### src/rtl/wbih_pkg.sv
// wbih_pkg: shared types, constants and codes of the busy/idle hysteresis block
// used by every rtl file of the block; depends on nothing

package wbih_pkg;

   // payload and register widths
   localparam int RATIO_W     = 10;
   localparam int WINDOW_W    = 4;
   localparam int CSR_INDEX_W = 2;
   localparam int CSR_DATA_W  = 10;

   // parameter defaults
   localparam int HISTORY_DEPTH_DEF = 16;
   localparam int RATIO_SCALE_DEF   = 1000;

   // register reset values
   localparam logic [RATIO_W-1:0]  THRESHOLD_RST = 10'd250;
   localparam logic [WINDOW_W-1:0] WINDOW_RST    = 4'd4;
   localparam logic [RATIO_W-1:0]  WEIGHT_RST    = 10'd900;

   // register indexes
   typedef enum logic [CSR_INDEX_W-1:0] {
      CSR_THRESHOLD = 2'd0,
      CSR_WINDOW    = 2'd1,
      CSR_WEIGHT    = 2'd2
   } csr_index_type;

   // configuration register set
   typedef struct packed {
      logic [RATIO_W-1:0]  threshold;
      logic [WINDOW_W-1:0] window;
      logic [RATIO_W-1:0]  weight;
   } cfg_type;

   // controller states
   typedef enum logic [2:0] {
      ST_IDLE,
      ST_MUL,
      ST_ACC,
      ST_PREP,
      ST_DIV,
      ST_FIN
   } state_type;

   // controller to datapath commands
   typedef struct packed {
      logic load;
      logic mul;
      logic acc;
      logic prep;
      logic div;
      logic finish;
   } dp_cmd_type;

   // datapath to controller status
   typedef struct packed {
      logic walk_last;
      logic div_last;
   } dp_status_type;

endpackage

### src/rtl/wbih_channels.sv
// wbih channel interfaces: request, response and register write channels
// depends on wbih_pkg for payload widths

interface wbih_req_if;
   logic                            valid;
   logic                            ready;
   logic [wbih_pkg::RATIO_W-1:0]    activity_ratio;
   logic                            advance;

   modport source (output valid, output activity_ratio, output advance, input ready);
   modport sink   (input valid, input activity_ratio, input advance, output ready);
endinterface

interface wbih_rsp_if;
   logic                            valid;
   logic                            ready;
   logic                            busy_res;
   logic [wbih_pkg::RATIO_W-1:0]    norm_ratio;

   modport source (output valid, output busy_res, output norm_ratio, input ready);
   modport sink   (input valid, input busy_res, input norm_ratio, output ready);
endinterface

interface wbih_csr_if;
   logic                               valid;
   logic                               ready;
   logic [wbih_pkg::CSR_INDEX_W-1:0]   index;
   logic [wbih_pkg::CSR_DATA_W-1:0]    data;

   modport source (output valid, output index, output data, input ready);
   modport sink   (input valid, input index, input data, output ready);
endinterface

### src/rtl/wbih_csr.sv
// wbih_csr: configuration registers written over the register channel
// depends on wbih_pkg and wbih_csr_if

module wbih_csr (
   input  logic              clock,
   input  logic              reset,
   wbih_csr_if.sink          csr_ch,
   output wbih_pkg::cfg_type cfg
);

   wbih_pkg::cfg_type cfg_ff;
   wbih_pkg::cfg_type cfg_in;

   // writes are always taken
   assign csr_ch.ready = 1'b1;
   assign cfg          = cfg_ff;

   // register write decode
   always_comb begin
      cfg_in = cfg_ff;
      if (csr_ch.valid) begin
         case (csr_ch.index)
            wbih_pkg::CSR_THRESHOLD: begin
               cfg_in.threshold = csr_ch.data[wbih_pkg::RATIO_W-1:0];
            end
            wbih_pkg::CSR_WINDOW: begin
               cfg_in.window = csr_ch.data[wbih_pkg::WINDOW_W-1:0];
            end
            wbih_pkg::CSR_WEIGHT: begin
               cfg_in.weight = csr_ch.data[wbih_pkg::RATIO_W-1:0];
            end
            default: begin
               cfg_in = cfg_ff;
            end
         endcase
      end
   end

   always_ff @(posedge clock) begin
      if (reset) begin
         cfg_ff.threshold <= wbih_pkg::THRESHOLD_RST;
         cfg_ff.window    <= wbih_pkg::WINDOW_RST;
         cfg_ff.weight    <= wbih_pkg::WEIGHT_RST;
      end else begin
         cfg_ff <= cfg_in;
      end
   end

endmodule

### src/rtl/wbih_ctrl.sv
// wbih_ctrl: sequencer for history walk, normalizing divide and response hand-off
// depends on wbih_pkg; drives the datapath through dp_cmd_type

module wbih_ctrl (
   input  logic                     clock,
   input  logic                     reset,
   input  logic                     req_valid,
   output logic                     req_ready,
   output logic                     rsp_valid,
   input  logic                     rsp_ready,
   input  wbih_pkg::dp_status_type  status,
   output wbih_pkg::dp_cmd_type     cmd
);

   wbih_pkg::state_type state_ff;
   wbih_pkg::state_type state_in;
   logic                rsp_valid_ff;
   logic                rsp_valid_in;
   logic                out_free;

   // output register can take a new response
   assign out_free = !rsp_valid_ff || rsp_ready;

   // next state
   always_comb begin
      state_in = state_ff;
      case (state_ff)
         wbih_pkg::ST_IDLE: begin
            if (req_valid) state_in = wbih_pkg::ST_MUL;
         end
         wbih_pkg::ST_MUL: begin
            state_in = wbih_pkg::ST_ACC;
         end
         wbih_pkg::ST_ACC: begin
            state_in = status.walk_last ? wbih_pkg::ST_PREP : wbih_pkg::ST_MUL;
         end
         wbih_pkg::ST_PREP: begin
            state_in = wbih_pkg::ST_DIV;
         end
         wbih_pkg::ST_DIV: begin
            if (status.div_last) state_in = wbih_pkg::ST_FIN;
         end
         wbih_pkg::ST_FIN: begin
            if (out_free) state_in = wbih_pkg::ST_IDLE;
         end
         default: begin
            state_in = wbih_pkg::ST_IDLE;
         end
      endcase
   end

   // commands and handshake outputs
   always_comb begin
      cmd        = '0;
      req_ready  = 1'b0;
      case (state_ff)
         wbih_pkg::ST_IDLE: begin
            req_ready = 1'b1;
            cmd.load  = req_valid;
         end
         wbih_pkg::ST_MUL: begin
            cmd.mul = 1'b1;
         end
         wbih_pkg::ST_ACC: begin
            cmd.acc = 1'b1;
         end
         wbih_pkg::ST_PREP: begin
            cmd.prep = 1'b1;
         end
         wbih_pkg::ST_DIV: begin
            cmd.div = 1'b1;
         end
         wbih_pkg::ST_FIN: begin
            cmd.finish = out_free;
         end
         default: begin
            cmd = '0;
         end
      endcase
   end

   // response valid flag
   always_comb begin
      rsp_valid_in = rsp_valid_ff;
      if (cmd.finish) rsp_valid_in = 1'b1;
      else if (rsp_ready) rsp_valid_in = 1'b0;
   end

   assign rsp_valid = rsp_valid_ff;

   always_ff @(posedge clock) begin
      if (reset) begin
         state_ff     <= wbih_pkg::ST_IDLE;
         rsp_valid_ff <= 1'b0;
      end else begin
         state_ff     <= state_in;
         rsp_valid_ff <= rsp_valid_in;
      end
   end

endmodule

### src/rtl/wbih_dp.sv
// wbih_dp: ratio history memory, weighted accumulation, restoring divider, decision
// depends on wbih_pkg; sequenced by wbih_ctrl

module wbih_dp #(
   parameter int HISTORY_DEPTH = wbih_pkg::HISTORY_DEPTH_DEF,
   parameter int RATIO_SCALE   = wbih_pkg::RATIO_SCALE_DEF
) (
   input  logic                          clock,
   input  logic                          reset,
   input  wbih_pkg::dp_cmd_type          cmd,
   output wbih_pkg::dp_status_type       status,
   input  wbih_pkg::cfg_type             cfg,
   input  logic [wbih_pkg::RATIO_W-1:0]  req_ratio,
   input  logic                          req_advance,
   output logic                          rsp_busy,
   output logic [wbih_pkg::RATIO_W-1:0]  rsp_ratio
);

   localparam int SCALE_W    = $clog2(RATIO_SCALE + 1);
   localparam int SLOT_W     = $clog2(HISTORY_DEPTH);
   localparam int CNT_W      = $clog2(HISTORY_DEPTH + 1);
   localparam int ACC_W      = $clog2(RATIO_SCALE * HISTORY_DEPTH + 1);
   localparam int PROD_W     = ACC_W + SCALE_W;
   localparam int BIT_W      = $clog2(SCALE_W);
   localparam int HALF_DEPTH = HISTORY_DEPTH / 2;
   // reciprocal of the scale, exact for every product below 2**PROD_W
   localparam int RECIP_K    = PROD_W + SCALE_W;
   localparam int RECIP_W    = RECIP_K - $clog2(RATIO_SCALE) + 2;
   localparam int QPROD_W    = PROD_W + RECIP_W;
   localparam longint unsigned RECIP_FULL =
      ((64'd1 << RECIP_K) + RATIO_SCALE - 1) / RATIO_SCALE;
   localparam logic [RECIP_W-1:0]  RECIP_M = RECIP_W'(RECIP_FULL);
   localparam logic [SCALE_W-1:0]  SCALE_C = SCALE_W'(RATIO_SCALE);
   localparam logic [SLOT_W-1:0]   LAST_SLOT = SLOT_W'(HISTORY_DEPTH - 1);

   // history memory and per-entry valid bits
   logic [SCALE_W-1:0]       hist_mem [HISTORY_DEPTH];
   logic [HISTORY_DEPTH-1:0] hist_valid_ff, hist_valid_in;

   logic [SLOT_W-1:0]   newest_ff, new_slot;
   logic                busy_ff, busy_in;
   logic [SLOT_W-1:0]   walk_ff, walk_in;
   logic [CNT_W-1:0]    cnt_ff, cnt_in, target_ff, target_in, eff_win;
   logic [SCALE_W-1:0]  wt_ff, wt_in, thr_ff, thr_in, r_sat;
   logic [ACC_W-1:0]    acc_ff, acc_in, full_ff, full_in;
   logic [PROD_W-1:0]   pacc_ff, pacc_in, pfull_ff, pfull_in;
   logic [SCALE_W-1:0]  rd_ff;
   logic                rd_valid_ff;
   logic [PROD_W-1:0]   rem_ff, rem_in, den_ff, den_in;
   logic [SCALE_W-1:0]  quo_ff, quo_in;
   logic [BIT_W-1:0]    bit_ff, bit_in;
   logic                out_busy_ff, out_busy_in;
   logic [wbih_pkg::RATIO_W-1:0] out_ratio_ff, out_ratio_in;
   logic [QPROD_W-1:0]  qa_prod, qf_prod;
   logic [ACC_W-1:0]    qa, qf;
   logic [SCALE_W-1:0]  rd_eff;
   logic                rem_ge;

   // saturated request ratio and target slot
   always_comb begin
      if (req_ratio > wbih_pkg::RATIO_W'(RATIO_SCALE)) r_sat = SCALE_C;
      else r_sat = req_ratio[SCALE_W-1:0];
      if (!req_advance) new_slot = newest_ff;
      else if (newest_ff == LAST_SLOT) new_slot = '0;
      else new_slot = newest_ff + SLOT_W'(1);
   end

   // window length clamped to one..half the history
   always_comb begin
      if (cfg.window == '0) eff_win = CNT_W'(1);
      else if (32'(cfg.window) > HALF_DEPTH) eff_win = CNT_W'(HALF_DEPTH);
      else eff_win = CNT_W'(cfg.window);
   end

   // scale the decayed sums by the reciprocal of the scale
   assign qa_prod = QPROD_W'(pacc_ff) * QPROD_W'(RECIP_M);
   assign qf_prod = QPROD_W'(pfull_ff) * QPROD_W'(RECIP_M);
   assign qa      = qa_prod[RECIP_K +: ACC_W];
   assign qf      = qf_prod[RECIP_K +: ACC_W];
   assign rd_eff  = rd_valid_ff ? rd_ff : '0;
   assign rem_ge  = rem_ff >= den_ff;

   // next values of the walk and divide registers
   always_comb begin
      hist_valid_in = hist_valid_ff;
      walk_in       = walk_ff;
      cnt_in        = cnt_ff;
      target_in     = target_ff;
      wt_in         = wt_ff;
      thr_in        = thr_ff;
      acc_in        = acc_ff;
      full_in       = full_ff;
      pacc_in       = pacc_ff;
      pfull_in      = pfull_ff;
      rem_in        = rem_ff;
      den_in        = den_ff;
      quo_in        = quo_ff;
      bit_in        = bit_ff;
      busy_in       = busy_ff;
      out_busy_in   = out_busy_ff;
      out_ratio_in  = out_ratio_ff;

      if (cmd.load) begin
         hist_valid_in[new_slot] = 1'b1;
         walk_in   = new_slot;
         cnt_in    = '0;
         target_in = busy_ff ? (eff_win << 1) : eff_win;
         wt_in     = (cfg.weight > wbih_pkg::RATIO_W'(RATIO_SCALE)) ?
                     SCALE_C : cfg.weight[SCALE_W-1:0];
         thr_in    = (cfg.threshold > wbih_pkg::RATIO_W'(RATIO_SCALE)) ?
                     SCALE_C : cfg.threshold[SCALE_W-1:0];
         acc_in    = '0;
         full_in   = '0;
      end

      if (cmd.mul) begin
         pacc_in  = PROD_W'(acc_ff) * PROD_W'(wt_ff);
         pfull_in = PROD_W'(full_ff) * PROD_W'(wt_ff);
      end

      if (cmd.acc) begin
         acc_in  = ACC_W'(rd_eff) + qa;
         full_in = ACC_W'(SCALE_C) + qf;
         walk_in = (walk_ff == '0) ? LAST_SLOT : walk_ff - SLOT_W'(1);
         cnt_in  = cnt_ff + CNT_W'(1);
      end

      // numerator and aligned divisor for the quotient bits
      if (cmd.prep) begin
         rem_in = PROD_W'(acc_ff) * PROD_W'(SCALE_C);
         den_in = PROD_W'(full_ff) << (SCALE_W - 1);
         quo_in = '0;
         bit_in = BIT_W'(SCALE_W - 1);
      end

      // one quotient bit per cycle
      if (cmd.div) begin
         if (rem_ge) rem_in = rem_ff - den_ff;
         quo_in = {quo_ff[SCALE_W-2:0], rem_ge};
         den_in = den_ff >> 1;
         bit_in = bit_ff - BIT_W'(1);
      end

      // hysteresis decision
      if (cmd.finish) begin
         if (busy_ff) busy_in = !(quo_ff < (thr_ff >> 1));
         else busy_in = quo_ff > thr_ff;
         out_busy_in  = busy_in;
         out_ratio_in = wbih_pkg::RATIO_W'(quo_ff);
      end
   end

   assign status.walk_last = (cnt_ff == target_ff - CNT_W'(1));
   assign status.div_last  = (bit_ff == '0);
   assign rsp_busy         = out_busy_ff;
   assign rsp_ratio        = out_ratio_ff;

   // history memory write and registered read
   always_ff @(posedge clock) begin
      if (cmd.load) hist_mem[new_slot] <= r_sat;
      if (cmd.mul) begin
         rd_ff       <= hist_mem[walk_ff];
         rd_valid_ff <= hist_valid_ff[walk_ff];
      end
   end

   // control state
   always_ff @(posedge clock) begin
      if (reset) begin
         hist_valid_ff <= '0;
         newest_ff     <= '0;
         busy_ff       <= 1'b0;
      end else begin
         hist_valid_ff <= hist_valid_in;
         busy_ff       <= busy_in;
         if (cmd.load) newest_ff <= new_slot;
      end
   end

   // working registers
   always_ff @(posedge clock) begin
      walk_ff      <= walk_in;
      cnt_ff       <= cnt_in;
      target_ff    <= target_in;
      wt_ff        <= wt_in;
      thr_ff       <= thr_in;
      acc_ff       <= acc_in;
      full_ff      <= full_in;
      pacc_ff      <= pacc_in;
      pfull_ff     <= pfull_in;
      rem_ff       <= rem_in;
      den_ff       <= den_in;
      quo_ff       <= quo_in;
      bit_ff       <= bit_in;
      out_busy_ff  <= out_busy_in;
      out_ratio_ff <= out_ratio_in;
   end

endmodule

### src/rtl/weighted_busy_idle_hysteresis.sv
// weighted_busy_idle_hysteresis: top level of the busy/idle tracker
// depends on wbih_pkg, wbih_channels, wbih_csr, wbih_ctrl and wbih_dp
//
// usage
//   req_ch carries one request per scheduler period: activity_ratio in
//   thousandths and advance (1 opens a new history entry, 0 rewrites the
//   newest). rsp_ch returns one response per request: busy_res and the
//   norm_ratio behind the decision. csr_ch writes busy_threshold,
//   busy_window and decay_weight; it is always ready and should be used
//   only while no request is in flight.
//   operation: a request walks n history entries, n = clamped window when
//   idle and twice that when busy, each entry in a multiply step and a
//   reciprocal scale and add step; a restoring divide then yields one
//   quotient bit per cycle.
//   req_ch.ready is high only between requests; the response sits in an
//   output register, so the next request is taken while it waits. if the
//   receiver still stalls when the following result is done, the block
//   holds that result until the register frees.
//   reset marks the history entries invalid so they read as zero, clears the newest
//   slot, the busy flag and the response valid and loads the register defaults (250, 4, 900).

module weighted_busy_idle_hysteresis #(
   parameter int HISTORY_DEPTH = wbih_pkg::HISTORY_DEPTH_DEF,
   parameter int RATIO_SCALE   = wbih_pkg::RATIO_SCALE_DEF
) (
   input  logic        clock,
   input  logic        reset,
   wbih_req_if.sink    req_ch,
   wbih_rsp_if.source  rsp_ch,
   wbih_csr_if.sink    csr_ch
);

   wbih_pkg::cfg_type       cfg;
   wbih_pkg::dp_cmd_type    cmd;
   wbih_pkg::dp_status_type status;

   // configuration registers
   wbih_csr u_csr (
      .clock  (clock),
      .reset  (reset),
      .csr_ch (csr_ch),
      .cfg    (cfg)
   );

   // sequencer
   wbih_ctrl u_ctrl (
      .clock     (clock),
      .reset     (reset),
      .req_valid (req_ch.valid),
      .req_ready (req_ch.ready),
      .rsp_valid (rsp_ch.valid),
      .rsp_ready (rsp_ch.ready),
      .status    (status),
      .cmd       (cmd)
   );

   // history and arithmetic
   wbih_dp #(
      .HISTORY_DEPTH (HISTORY_DEPTH),
      .RATIO_SCALE   (RATIO_SCALE)
   ) u_dp (
      .clock       (clock),
      .reset       (reset),
      .cmd         (cmd),
      .status      (status),
      .cfg         (cfg),
      .req_ratio   (req_ch.activity_ratio),
      .req_advance (req_ch.advance),
      .rsp_busy    (rsp_ch.busy_res),
      .rsp_ratio   (rsp_ch.norm_ratio)
   );

   // one request in flight at a time
   a_single_request: assert property (@(posedge clock) disable iff (reset)
      req_ch.valid && req_ch.ready |=> !req_ch.ready)
      else $error("request taken while another is in flight");

   // the normalized ratio never exceeds the scale
   a_ratio_range: assert property (@(posedge clock) disable iff (reset)
      rsp_ch.valid |-> rsp_ch.norm_ratio <= wbih_pkg::RATIO_W'(RATIO_SCALE))
      else $error("normalized ratio above scale");

   // the sequencer issues at most one datapath command per cycle
   a_cmd_onehot: assert property (@(posedge clock) disable iff (reset)
      $onehot0(cmd))
      else $error("overlapping datapath commands");

   // a finished request always shows up on the response channel
   a_finish_valid: assert property (@(posedge clock) disable iff (reset)
      cmd.finish |=> rsp_ch.valid)
      else $error("finished request not presented");

endmodule

### src/flat_wrapper.sv
// flat-port wrapper written by rule: the top's interface ports become plain ports
module weighted_busy_idle_hysteresis_flat 
#(
   parameter int HISTORY_DEPTH = wbih_pkg::HISTORY_DEPTH_DEF,
   parameter int RATIO_SCALE   = wbih_pkg::RATIO_SCALE_DEF
)
  (clock, reset, req_ch_valid, req_ch_activity_ratio, req_ch_advance, req_ch_ready, rsp_ch_valid, rsp_ch_busy_res, rsp_ch_norm_ratio, rsp_ch_ready, csr_ch_valid, csr_ch_index, csr_ch_data, csr_ch_ready);
  wbih_req_if req_ch_i ();
  wbih_rsp_if rsp_ch_i ();
  wbih_csr_if csr_ch_i ();
  input  logic clock;
  input  logic reset;
  input wire logic [$bits(req_ch_i.valid)-1:0] req_ch_valid;
  input wire logic [$bits(req_ch_i.activity_ratio)-1:0] req_ch_activity_ratio;
  input wire logic [$bits(req_ch_i.advance)-1:0] req_ch_advance;
  output wire logic [$bits(req_ch_i.ready)-1:0] req_ch_ready;
  output wire logic [$bits(rsp_ch_i.valid)-1:0] rsp_ch_valid;
  output wire logic [$bits(rsp_ch_i.busy_res)-1:0] rsp_ch_busy_res;
  output wire logic [$bits(rsp_ch_i.norm_ratio)-1:0] rsp_ch_norm_ratio;
  input wire logic [$bits(rsp_ch_i.ready)-1:0] rsp_ch_ready;
  input wire logic [$bits(csr_ch_i.valid)-1:0] csr_ch_valid;
  input wire logic [$bits(csr_ch_i.index)-1:0] csr_ch_index;
  input wire logic [$bits(csr_ch_i.data)-1:0] csr_ch_data;
  output wire logic [$bits(csr_ch_i.ready)-1:0] csr_ch_ready;
  assign req_ch_i.valid = req_ch_valid;
  assign req_ch_i.activity_ratio = req_ch_activity_ratio;
  assign req_ch_i.advance = req_ch_advance;
  assign req_ch_ready = req_ch_i.ready;
  assign rsp_ch_valid = rsp_ch_i.valid;
  assign rsp_ch_busy_res = rsp_ch_i.busy_res;
  assign rsp_ch_norm_ratio = rsp_ch_i.norm_ratio;
  assign rsp_ch_i.ready = rsp_ch_ready;
  assign csr_ch_i.valid = csr_ch_valid;
  assign csr_ch_i.index = csr_ch_index;
  assign csr_ch_i.data = csr_ch_data;
  assign csr_ch_ready = csr_ch_i.ready;
  weighted_busy_idle_hysteresis #(.HISTORY_DEPTH(HISTORY_DEPTH), .RATIO_SCALE(RATIO_SCALE)) u_core (.clock(clock), .reset(reset), .req_ch(req_ch_i), .rsp_ch(rsp_ch_i), .csr_ch(csr_ch_i));
endmodule
### config.mk
export PLATFORM = sky130hd
export DESIGN_NAME = weighted_busy_idle_hysteresis_flat
export DESIGN_NICKNAME = d
export VERILOG_FILES = /design/src/rtl/wbih_pkg.sv /design/src/rtl/wbih_channels.sv /design/src/rtl/wbih_csr.sv /design/src/rtl/wbih_ctrl.sv /design/src/rtl/wbih_dp.sv /design/src/rtl/weighted_busy_idle_hysteresis.sv /design/src/flat_wrapper.sv
export SDC_FILE = /design/constraint.sdc
export NUM_CORES = 2
export LEC_CHECK = 0
export ABC_AREA = 0
export ABC_CLOCK_PERIOD_IN_PS = 10700
export BUFFER_PORTS_ARGS = -buffer_cell sky130_fd_sc_hd__buf_4
export CAP_MARGIN = 20
export CORE_ASPECT_RATIO = 0.6
export CORE_UTILIZATION = 55
export DETAILED_ROUTE_END_ITERATION = 6
export GPL_TIMING_DRIVEN = 0
export PLACE_DENSITY = 0.71
export SYNTH_ARGS = -nofsm -noshare
export SYNTH_HDL_FRONTEND = slang
export SYNTH_HIERARCHICAL = 1
export SYNTH_SLANG_ARGS = --single-unit
### constraint.sdc
create_clock -name clock -period 10.7 [get_ports clock]
set_input_delay 2.14 -clock clock [delete_from_list [all_inputs] [get_ports clock]]
set_output_delay 2.14 -clock clock [all_outputs]
set_load 0.01 [all_outputs]
# --- Yosys cells after proc, flatten, opt, wreduce, memory -nomap -nowiden ---
# Memory sizes are Yosys's and may differ from the RTL's. A register that Yosys moved wholly into a read port is not among the register bits.
# Cells that the tools add are included.
classes:
  reduce_logical: 16
  multipliers: 5
  add_sub_neg: 8
  n_eq_ne: 12
  bitwise: 1
  order_cmp: 10
  n_mux: 45
ops:
  columns: ["cell", "count"]
  rows:
  - ["$mul 24x24->47 const B", 2]
  - ["$mux 24", 3]
  - ["$mul 14x10->24", 2]
  - ["$mux 14", 3]
  - ["$mux 10", 4]
  - ["$mux 4", 9]
  - ["$gt 10x10->1 const B", 3]
  - ["$ge 24x23->1", 1]
  - ["$sub 24x23->24", 1]
  - ["$mux 23", 1]
  - ["$mux 22", 1]
  - ["$mul 14x7->21 const B", 1]
  - ["$pmux 3 s6", 1]
  - ["$or 16x16->16", 1]
  - ["$mux 5", 3]
  - ["$add 10x14->14", 1]
  - ["$add 10x14->14 const A", 1]
  - ["$mux 1", 14]
  - ["$logic_not 4->1", 3]
  - ["$gt 10x10->1", 1]
  - ["$lt 10x9->1", 1]
  - ["$lt 4x5->1 const B", 2]
  - ["$mux 3", 3]
  - ["$sub 4x1->4 const B", 2]
  - ["25 further kinds", 33]
word_totals:
  reg_bits: 232
  memories: 1
  mem_bits_rw: 160
memory_table:
  columns: ["memory", "depth", "width", "read_ports", "rd_clocked_by_memory_dff", "wr", "line", "rtl"]
  rows:
  - ["u_core.u_dp.hist_mem", 16, 10, 1, 1, 1, "wbih_dp.sv:37", "logic [SCALE_W-1:0] hist_mem [HISTORY_DEPTH];"]

# --- Logic depth before layout (Yosys ltp) ---
depth:
  word_depth: 8
  ltp_mapped: 37
  mapped_depth_nobuf: 37

# --- By module ---
# The synthesis kept the hierarchy.
modules_own_cells:
  columns: ["module", "instances", "cells_per_inst", "seq_area_each_um2", "area_each_um2"]
  rows:
  - ["wbih_dp", 1, 4225, 10780.3, 45065.7]
  - ["wbih_csr", 1, 102, 480.5, 1017.2]
  - ["wbih_ctrl", 1, 29, 80.1, 251.5]

# --- Worst setup path after synthesis ---
# Ideal clock, no wire load.
synth_timing:
  path_kind: "register -> register"
  from: "register u_core.u_dp.pacc_ff[20]"
  to: "register u_core.u_dp.acc_ff[11], data pin"
  period_less_slack_ps: 8295
  slack_ps: 2405
  setup_ps: 255
  t_required_ps: 10445
  stages_incl_launch_ff: 36
  n_path_buf: 0
  arrival_time_ps: 8040
  path_cell_list: "edfxtp_1 > fa_1 > inv_1 > fa_1 > inv_1 > ha_1 > fa_1 > fa_1 > fa_1 > inv_1 > fa_1 > inv_1 > ha_1 > a21o_1 > a21o_1 > a21o_1 > a21oi_1 > nor2b_1 > o21ai_0 > nand2b_1 > a21oi_1 > o31ai_1 > a221oi_1 > xnor2_1 > ha_1 > a21o_1 > a21oi_1 > o21ai_0 > a21oi_1 > o21ai_1 > a211o_1 > a21oi_1 > o21ai_0 > a221o_1 > xor2_1 > and2_1"
synth_between:
  elab_chain_cells: 3
synth_lines:
  columns: ["element", "line", "rtl"]
  rows:
  - ["start: declaration", "wbih_dp.sv:46", "logic [PROD_W-1:0] pacc_ff, pacc_in, pfull_ff, pfull_in;"]
  - ["start signal: assignment", "wbih_dp.sv:189", "pacc_ff <= pacc_in;"]
  - ["$mul 24x24->47", "wbih_dp.sv:76", "assign qa_prod = QPROD_W'(pacc_ff) * QPROD_W'(RECIP_M);"]
  - ["$add 10x14->14", "wbih_dp.sv:122", "acc_in = ACC_W'(rd_eff) + qa;"]
  - ["$mux 14", "wbih_dp.sv:121", "if (cmd.acc) begin"]
  - ["end signal: assignment", "wbih_dp.sv:187", "acc_ff <= acc_in;"]
  - ["end: declaration", "wbih_dp.sv:45", "logic [ACC_W-1:0] acc_ff, acc_in, full_ff, full_in;"]
# Every way passes these cells.
# A chain may end at the register's enable or synchronous reset.

# --- Final worst setup path ---
# Same ends and word-level chain as after synthesis.

==> parameters.txt <==
Parameter                              Value

Synthesis
  Post-synth EDFFs    approximately 330
  Share of synthesized cell area in and, or, nand and nor gates    0.09184
  Post-synthesis net count    approximately 5700
  Flip-flop cell with the highest count after synthesis    edfxtp_1
  Post-synthesis average cell area    10.64 um^2
  Seq/Total Area, Yosys    0.2448
  Cell Area, Synth    46330 um^2
  Area share of xor/xnor cells in the synthesized design    0.02268
  Number of storage elements in the synthesis netlist    402
  Asr flop ratio synth    0
  Synthesized netlist cell count    4356
  Library cells used by synthesis    86
  Arithmetic-cell share of the synthesized area counting full adders, half adders and majority gates    0.4519
  Synth Area in Compound Gates    0.06767
  Synth warnings    6
  Post-synthesis mux area share    0.03427
  Combinational family with the most area after synthesis    adder cells

Final layout
  Number of nets in the finished design    5803
  Highest-count cells in the layout ignoring fill and taps    941 x inv_1, 736 x ha_1, 586 x fa_1, 329 x edfxtp_1, 259 x nand2_1
  Fin area    49580 um^2
  Area overhead of the layout relative to synthesis    7.002%
  Fraction of final layout cells with drive strength greater than 1    0.04528
  Commonest non-fill, non-tap cell in the layout    inv_1
  Final antenna diode count    0

Global routing
  Wire length of the first global-routing pass    between 150000 and 200000 um
  GR Overflow Total    0
  Largest net degree at the start of global routing    38
  Vias in the first global route    31110
  GRT Overall Usage    0.2563
  Number of antenna violations at the first check in global routing    0

Placement
  Total cell area at the placement stage    48190 um^2
  Post-DP HPWL    83640 um
  Port Buffers    40
  Final RePlAce weighted congestion    a little over 0.9

Clock tree
  TritonCTS sink count    402
  Library cell used as clock root buffer    clkbuf_16
  Post-CTS setup buffer count    0
  Clock-pin slew on the worst setup and hold paths    0.07 ns
  Cts bufs inserted    38
  Maximum count of clock buffers along a single path    3
  TritonCTS clock tree    yes
  Hold-fix buffer count after cts    0
  Later-pin clock latency in the skew report    0.60 ns
  H-tree depth    2
  PostCTS Resize Cnt    0

Critical path
  Critical path peak fanout    11
  Master of the slowest instance on the critical path    edfxtp_1
  Worst path top cell family by delay    adder cells
  Buffers plus inverters on the worst setup path    4
  Cell count of the worst reg-to-reg path    35
  Startpoint class of the critical path    flop
  Endpoint type of the worst setup path    flop
  Path length in cells of the critical path    35
  Critical path's largest stage delay    a little over 0.7 ns
  WS Path Type    flop to flop
  CP most frequent cell    fa_1
  Critical Path AT    9.71 ns
  Required time of the critical path    between 10 and 15 ns

Floorplanning
  Die Ht    226.8 um
  Row Count    82
  Floorplan die width    376.7 um
  Effective utilization at floorplan    0.5555
  DIE AREA    85450 um^2
  Core Box Area    83410 um^2
  Total I/O pin count    42

Drt
  Routed via count divided by cell count    5.460
  Detailed Routing Iterations Pass 1    6
  Routed wire length per instance    between 15 and 20 um
  Initial DRC Count    2331
  WL final    ~110000 um
  ANT nets after route    0
  Remaining DRCs    0
  Vias after detailed routing    about 31000

Timing
  Final setup vio count    0
  Worst slew margin    0.2579
  Total count of max-transition violations in the final report    0
  Period utilization    0.8741
  Shortest clock period the worst path allows after layout    9.352 ns
  Fmax    106.9 MHz
  Setup repair after global routing missed its margin    no
  Transition time at the pin with the least slew margin    about 1.1 ns
  Post-Route Setup TNS    0 ns
  Hold violation count in the final report    0
  Worst setup skew after layout    0.03397 ns

Hold path
  Number of cells traversed by the worst hold path    2
  Class of the most critical hold timing path    flop to flop

Job
  Max-cap check violation count    0

Run status
  Outcome    finished clean
cell usage after synthesis (6+ instances only):
library cell  count  share of area
a31oi_1          10         0.0014
nor4_1            6        0.00081
o211ai_1         12         0.0019
nand3_1          37         0.0040
and2_1          189          0.026
edfxtp_1        329           0.21
xnor2_1          83          0.016
clkbuf_1        100         0.0081
nor3_1           39         0.0042
nand2_1         259          0.021
buf_1            10        0.00081
a211o_1           8         0.0015
xor2_1           37         0.0070
a22oi_1          13         0.0021
nor2b_1          40         0.0054
or3_1             9         0.0012
a211oi_1         18         0.0029
dfxtp_1          73          0.032
a21oi_1         135          0.015
mux2i_1          84          0.018
ha_1            736           0.20
o31ai_1          12         0.0019
o21bai_1         14         0.0023
a221oi_1         18         0.0034
nor3b_1           8         0.0013
mux4_2           22          0.011
nand2b_1         44         0.0059
a21o_1           54         0.0087
nor2_1          166          0.013
mux2_2           21         0.0051
buf_2             6        0.00065
nand4_1          13         0.0018
and3_1           10         0.0014
o21ai_0          90         0.0097
nand3b_1          7         0.0011
o21a_1           23         0.0037
fa_1            586           0.25
inv_1           941          0.076
per-layer routing:
metal / vias up / GRT usage / wire length (um)
li1: 14380 / - / -
met1: 15140 / 0.4053 / 51880
met2: 1064 / 0.3507 / 41320
met3: 84 / 0.07365 / 11030
met4: 0 / 0.03278 / 971
met5: - / 0 / 0
worst reg2reg max path: cells and delay by family, from the launching register on:
kind,cells,cell delay [ns]
simple gates,3,0.30
compound gates,17,3.46
buf+inv,4,0.20
flops,1,0.71
fa+ha+maj,9,4.06
xor+xnor,2,0.39
area by class of cell:
class	count	area (um^2)
Timing Repair Buffer	57	493.0
Tap cell	1134	1419
Clock inverter	15	167.7
Multi-Input combinational cell	2892	30980
Buffer	121	488.0
Fill cell	6901	33830
Clock buffer	55	1157
Inverter	941	3532
Sequential cell	402	11340
final timing paths:
path	slack (ns)	startpoint	end
max	1.35	u_core/u_dp/pacc_ff[20]$_DFFE_PP_	u_core/u_dp/acc_ff[11]$_SDFFCE_PN0P_
min	0.47	u_core/u_dp/hist_valid_ff[6]$_SDFFE_PP0P_	u_core/u_dp/hist_valid_ff[6]$_SDFFE_PP0P_
max reg2reg	1.35	u_core/u_dp/pacc_ff[20]$_DFFE_PP_	u_core/u_dp/acc_ff[11]$_SDFFCE_PN0P_
min reg2reg	0.47	u_core/u_dp/hist_valid_ff[6]$_SDFFE_PP0P_	u_core/u_dp/hist_valid_ff[6]$_SDFFE_PP0P_
metrics by stage:
step / hold slack (ns) / std cells / utilization / setup WS [ns]
6_report: 0.4734 / 5617 / 0.5944 / 1.348
5_1_grt: 0.4874 / 5617 / 0.5944 / 0.9692
4_1_cts: 0.4743 / 5609 / 0.5936 / 1.407
3_5_place_dp: 0.4575 / 5539 / 0.5777 / 1.448
3_3_place_gp: 0.4491 / 5530 / 0.5761 / 1.484
2_1_floorplan: 0.4348 / 4356 / - / 2.405
logic make-up after synthesis:
logic type,count (synthesis)
xor+xnor,120
compound gates,471
fa+ha+maj,1322
simple gates,850
other cells,1
mux,128
flops,402
buf+inv,1062
state kept, by name, indices dropped and copies added (netlist names):
name and cells:
u_core/u_dp/rd_ff 10, u_core/u_dp/quo_ff 10, u_core/u_dp/busy_ff 1, u_core/u_dp/target_ff 5, u_core/u_dp/hist_valid_ff 16, u_core/u_ctrl/state_ff 3
u_core/u_dp/full_ff 14, u_core/u_csr/cfg 24, u_core/u_dp/cnt_ff 5, u_core/u_dp/newest_ff 4, u_core/u_dp/thr_ff 10, u_core/u_dp/hist_mem 160
u_core/u_dp/rsp_busy 1, u_core/u_dp/bit_ff 4, u_core/u_dp/rd_valid_ff 1, u_core/u_dp/den_ff 23, u_core/u_dp/rem_ff 24, u_core/u_dp/wt_ff 10
u_core/u_dp/rsp_ratio 10, u_core/u_dp/pacc_ff 24, u_core/u_dp/walk_ff 4, u_core/u_dp/acc_ff 14, u_core/u_dp/pfull_ff 24, u_core/u_ctrl/rsp_valid 1
Power is left out: the tool's default activity adds up to more than one toggle a clock period on the data nets, which glitch-free logic cannot reach.
